==> src/design/vdi_pkg.sv <==
// vdi_pkg: shared types and constants for the vertex dedup indexer
// no dependencies; used by vdi_cell, vertex_dedup_indexer and vdi_checker
package vdi_pkg;

	localparam int COMP_W      = 32;  // one float bit pattern
	localparam int FIELD_COUNT = 6;   // x, y, z, r, g, b
	localparam int INDEX_W     = 8;   // element index width on the output
	localparam int IN_DATA_W   = COMP_W * FIELD_COUNT;

	// control part of a word walking down the cell chain
	typedef struct packed {
		logic               valid;
		logic               new_mesh;
		logic               hit;      // matched a stored vertex
		logic               placed;   // stored into a free cell
		logic [INDEX_W-1:0] idx;
	} vdi_tok_t;

endpackage

==> src/design/vdi_cell.sv <==
// vdi_cell: one table entry plus one stage of the search chain
// depends on vdi_pkg
module vdi_cell #(
	parameter int VEC_W    = 192,
	parameter int CELL_IDX = 0
) (
	input  logic                clk,
	input  logic                arst_n,
	input  logic                adv,
	input  vdi_pkg::vdi_tok_t   tok_i,
	input  logic [VEC_W-1:0]    vec_i,
	output vdi_pkg::vdi_tok_t   tok_o,
	output logic [VEC_W-1:0]    vec_o
);

	localparam logic [vdi_pkg::INDEX_W-1:0] ID = vdi_pkg::INDEX_W'(CELL_IDX);

	logic              occupied_q;
	logic [VEC_W-1:0]  entry_q;
	vdi_pkg::vdi_tok_t tok_q;
	logic [VEC_W-1:0]  vec_q;

	logic              occ_eff;
	logic              open_search;
	logic              match;
	logic              write_en;
	vdi_pkg::vdi_tok_t tok_n;

	always_comb begin
		// a valid new-mesh word empties every cell it passes but the one it is stored in
		occ_eff     = occupied_q && !tok_i.new_mesh;
		open_search = tok_i.valid && !tok_i.hit && !tok_i.placed;
		match       = occ_eff && (entry_q == vec_i);
		write_en    = open_search && !occ_eff;
		tok_n       = tok_i;
		if (open_search && match) begin
			tok_n.hit = 1'b1;
			tok_n.idx = ID;
		end else if (write_en) begin
			tok_n.placed = 1'b1;
			tok_n.idx    = ID;
		end
	end

	always_ff @(posedge clk or negedge arst_n) begin
		if (!arst_n) begin
			occupied_q <= 1'b0;
			tok_q      <= '0;
		end else if (adv) begin
			tok_q <= tok_n;
			if (tok_i.valid) begin
				occupied_q <= occ_eff || write_en;
			end
		end
	end

	always_ff @(posedge clk) begin
		if (adv) begin
			vec_q <= vec_i;
			if (write_en) begin
				entry_q <= vec_i;
			end
		end
	end

	assign tok_o = tok_q;
	assign vec_o = vec_q;

endmodule

==> config.mk <==
export PLATFORM = sky130hd
export DESIGN_NAME = vdi_cell
export DESIGN_NICKNAME = d
export VERILOG_FILES = /design/src/design/vdi_pkg.sv /design/src/design/vdi_cell.sv
export SDC_FILE = /design/constraint.sdc
export NUM_CORES = 1
export LEC_CHECK = 0
export ABC_AREA = 1
export BUFFER_PORTS_ARGS = -buffer_cell sky130_fd_sc_hd__buf_2
export CAP_MARGIN = 20
export CELL_PAD_IN_SITES_DETAIL_PLACEMENT = 1
export CELL_PAD_IN_SITES_GLOBAL_PLACEMENT = 1
export CORE_MARGIN = 2
export CORE_UTILIZATION = 40
export CTS_BUF_LIST = sky130_fd_sc_hd__clkbuf_16
export CTS_CLUSTER_SIZE = 10
export DETAILED_ROUTE_END_ITERATION = 8
export GPL_ROUTABILITY_DRIVEN = 0
export PLACE_DENSITY_LB_ADDON = 0.1
export REMOVE_ABC_BUFFERS = 1
export SLEW_MARGIN = 20
export SYNTH_ARGS = -nofsm -noshare
export SYNTH_HDL_FRONTEND = slang
export SYNTH_SLANG_ARGS = --single-unit
==> constraint.sdc <==
create_clock -name clk -period 10.75 [get_ports clk]
set_input_delay 0.5375 -clock clk [delete_from_list [all_inputs] [get_ports clk]]
set_output_delay 0.5375 -clock clk [all_outputs]
set_load 0.02 [all_outputs]
=== After elaboration in Yosys (flattened, before gate mapping) ===
Cells that the tools add are included.

* Logic and storage cells: 26
* Memories: 0
* Bits in writable memories: 0
* Latch bits: 0
* Input bits: 207
* Memory bits (read-only): 0
* Output and inout port bits: 204
* Flip-flop bits (word level): 397

* Mux-type cells: 4
* Divide/modulo/power cells: 0
* Reductions and logical operators: 13
* Shift operators: 0
* Equal/unequal tests: 1
* Bitwise gates (word level): 0
* Add/sub/neg operators: 0
* Multipliers: 0
* Order comparisons: 0

{| class="wikitable"
|+ Operators by type and width
! cell !! number
|-
| $eq A192 B192 Y1 || 1
|-
| $mux W9 || 1
|-
| $mux W8 || 1
|-
| $logic_and A1 B1 Y1 || 6
|-
| $logic_not A1 Y1 || 4
|-
| $reduce_and A2 Y1 || 2
|-
| $mux W1 || 2
|-
| $logic_or A1 B1 Y1 || 1
|}

=== Logic depth before layout (Yosys ltp) ===
* Word-level depth: 6
* Mapped depth: 13
* Mapped depth without buffers: 13

=== Worst setup path after synthesis ===
No wires, ideal clock.

* Path type: in2reg
* Start point: input port tok_i[8] (netlist name)
* End point: register entry_q[0], enable pin
* Setup slack: 1.198 ns
* Path buffers: 0
* Data required time: 10.003 ns
* Stages: 3
* Setup time: 0.747 ns
* Data arrival time: 8.806 ns
* Cells stage by stage: nor3b_2 nand2_1 nor2_1

* Longest elaborated chain between the ends: 4

{| class="wikitable"
|+ Ends and longest elaborated chain
! item !! RTL line !! RTL
|-
| start, declared || vdi_cell.sv:10 || <nowiki>input vdi_pkg::vdi_tok_t tok_i,</nowiki>
|-
| $logic_not A1 Y1 || vdi_cell.sv:32 || <nowiki>open_search = tok_i.valid && !tok_i.hit && !tok_i.placed;</nowiki>
|-
| $logic_and A1 B1 Y1 || vdi_cell.sv:32 ||
|-
| $logic_and A1 B1 Y1 || vdi_cell.sv:34 || <nowiki>write_en = open_search && !occ_eff;</nowiki>
|-
| $reduce_and A2 Y1 (no line) || -- ||
|-
| end signal, assigned || vdi_cell.sv:61 || <nowiki>entry_q <= vec_i;</nowiki>
|-
| end, declared || vdi_cell.sv:19 || <nowiki>logic [VEC_W-1:0] entry_q;</nowiki>
|}

Every way passes these cells.
A chain may end at the register's enable or synchronous reset.

=== Worst setup path in the final report ===
* Start point: input port adv
* End point: register entry_q[65], enable pin

* Longest elaborated chain between the ends: 1

{| class="wikitable"
|+ Ends and longest elaborated chain
! item !! RTL line !! RTL
|-
| start, declared || vdi_cell.sv:9 || <nowiki>input logic adv,</nowiki>
|-
| $reduce_and A2 Y1 (no line) || -- ||
|}

Every way passes these cells.

==> reports/metrics.cfg <==
[outcome]
status = completed

[grt]
grt_pass1_wl_mm = 59.24
grt_usage_pct = 18.92
grt_overflow = 0
antenna_found_initial = 7
grt_max_degree = 193
grt_pass1_vias = 11060

[setup_path]
crit_type = in2reg
startpoint_type = input pin
critPathCaptureType = flop
reg2reg_from = occupied_q
r2r-end = entry_q[65]
crit_required_ns = 10.93
ff2ff_path_depth = 5
endpoint = entry_q[65]
crit_arrival_ns = 2.61
startpoint = adv
cp_max_fo = 127
r2r_setup_slack_ns = 8.70

[timing]
final_max_slew_viol_count = 0
holdWs_ns = 0.1755
worst_pin_slew_ns = 0.9381
post-route-min-period_ns = 2.424
timing.fmax_ghz = 0.4126
rsz0062_at_grt = false
slew_headroom_pct = 37.46
setup_tns_ns = 0
fin_skew_ns = 0.01620
period_share_pct = 22.54
finalSetupViolations = 0
hold_viol = 0

[route]
drt_wl_total_mm = 37.91
ant_nets = 0
dr.pass1.iters = 5
vias = 10200
route.detailed.drc = 0
wl_per_cell_um = 17.10
vias_per_cell = 4.600
drt_iter0_drc = 466

[power_and_ir_drop]
p_per_area_nw_per_um2 = 179.8
p_leak_nw = 8.546
irDropWorstVdd_mv = 0.1306

[run]
maxCapViolCount = 0

[floorplan]
dieArea_um2 = 40150
die_height_um = 200.4
num_rows = 71
core_area_um2 = 37840
start_util_pct = 40.77
die_w_um = 200.4
io_pins = 411

[clocking]
cts.htree.levels = 2
clk_pin_slew_ns = 0.05
numCtsBuffers = 47
postCtsSetupRepairBufs = 0
cts.path.max_buffers = 3
cts_tree = done
cts-root-buf = clkbuf_16
clock_latency_ns = 0.57
cts_sinks = 397

[worst_hold_path]
hold_class = in2reg

[yosys]
synth_area_um2 = 15430
async_flop_share_pct = 3.275
synth_top_area_cell = edfxtp_1
syn_avg_cell_area_um2 = 12.65
synth_edf_count = 384
ys_types = 23
synthCells = 1220
ys_top_cells_by_area = edfxtp_1, nand2_1, inv_1
synth_top_area_share_pct = 74.74
yosys_warnings = 0
synthFlopType = edfxtp_1
yosysSeqAreaShare_pct = 76.85
synth_seq_cells = 397

[cells_and_area]
area_growth_pct = 26.51
drive_gt1_share_pct = 28.30
fin_nets = 1890

[placement]
dp_hpwl_mm = 27.41
portBuffers = 410

[worst max-delay path, cell delays in order]
cell and delay [ns]:
clkbuf_8 0.43, inv_1 0.39, nor2_4 0.22, buf_12 0.34
buf_16 0.51
[per-stage QoR]
stage / utilization, % / cells / worst slack, ns / instance area [um^2] / total power, mW
after global routing: 51.57 / 2216 / 8.203 / 19520 / 3.643
after CTS: 51.48 / 2213 / 8.456 / 19480 / 3.563
after floorplan: - / 1219 / 1.198 / 15420 / 1.992
after detailed placement: 48.00 / 2143 / 7.847 / 18170 / 2.159
final: 51.57 / 2217 / 8.326 / 19520 / 3.509
after global placement: 48.00 / 2143 / 7.878 / 18170 / 2.147
[worst min path at each step]
stage,from,to,cells past startpoint
detailed placement,arst_n,tok_o[8],1
global route,vec_i[17],entry_q[17],1
CTS,vec_i[17],entry_q[17],1
floorplan,arst_n,occupied_q,0
global placement,arst_n,tok_o[3],1
finish,vec_i[17],entry_q[17],1
[power by group]
part / switching, mW / internal [mW] / leakage, nW
Sequential: 0.0219 / 1.79 / 3.78
Combinational: 0.215 / 0.102 / 4.06
Clock: 0.581 / 0.804 / 0.706
Total: 0.818 / 2.69 / 8.55
[cell type report]
cell class              count  area (um^2)
diodes                      3        7.507
fillers                  4085        18330
multi-input cells         618         2809
clock buffers              49         1226
flip-flops and latches    397        11860
clock inverters            20        80.08
repair buffers            415         2133
inverters                 204        765.7
well taps                 511        639.4
[cells in the mapped netlist (4+ instances only)]
library cell,instances
inv_2,4
or2_0,7
xor2_1,6
o21ai_1,17
nand3_1,16
xnor2_1,52
nand2_1,319
edfxtp_1,384
nand4_1,20
dfrtp_1,13
inv_1,199
nor2_1,151
or2_2,5
o21ai_0,14
[logic make-up (layout without fill, tap and decap cells)]
logic type / after synthesis / after routing / synth area share (%)
AND/OR/NAND/NOR: 528 / 528 / 13.80
XOR/XNOR: 58 / 58 / 3.293
AO/OA/AOI/OAI: 32 / 32 / 1.062
buffers and inverters: 205 / 688 / 4.988
flip-flops: 397 / 397 / 76.85
other: 0 / 3 / 0
[flip-flops by register name (all words and copies together), names as in the netlist]
| name | count |
|---|---|
| entry_q | 192 |
| vec_o | 192 |
| tok_o | 12 |
| occupied_q | 1 |
[metal layers]
metal  GRT usage, %  up-vias  share of wire [%]
li1               -     4902                  -
met1          22.98     4922                 41
met2          32.47      293                 50
met3          4.605       73                5.8
met4          7.593        8                2.8
met5              0        -               0.13
[placed cells by master (no fill, tap or decap), types with 3 or more instances in the layout]
| cell type | instances |
|---|---|
| nand4_1 | 20 |
| or2_2 | 5 |
| edfxtp_1 | 384 |
| diode_2 | 3 |
| buf_2 | 409 |
| nor2_1 | 150 |
| clkbuf_16 | 49 |
| nor2_2 | 3 |
| o21ai_0 | 14 |
| xor2_1 | 6 |
| nand2_1 | 319 |
| or2_1 | 3 |
| inv_1 | 217 |
| nand3_1 | 16 |
| o21ai_1 | 17 |
| dfrtp_1 | 13 |
| inv_2 | 4 |
| or2_0 | 7 |
| xnor2_1 | 52 |
[timing repair]
action | in CTS | in global routing
resized for setup | 0 | 0
hold buffers | 1 | 0
endpoints found under the hold margin | 13 | 0
(Power assumes the default switching activity.)
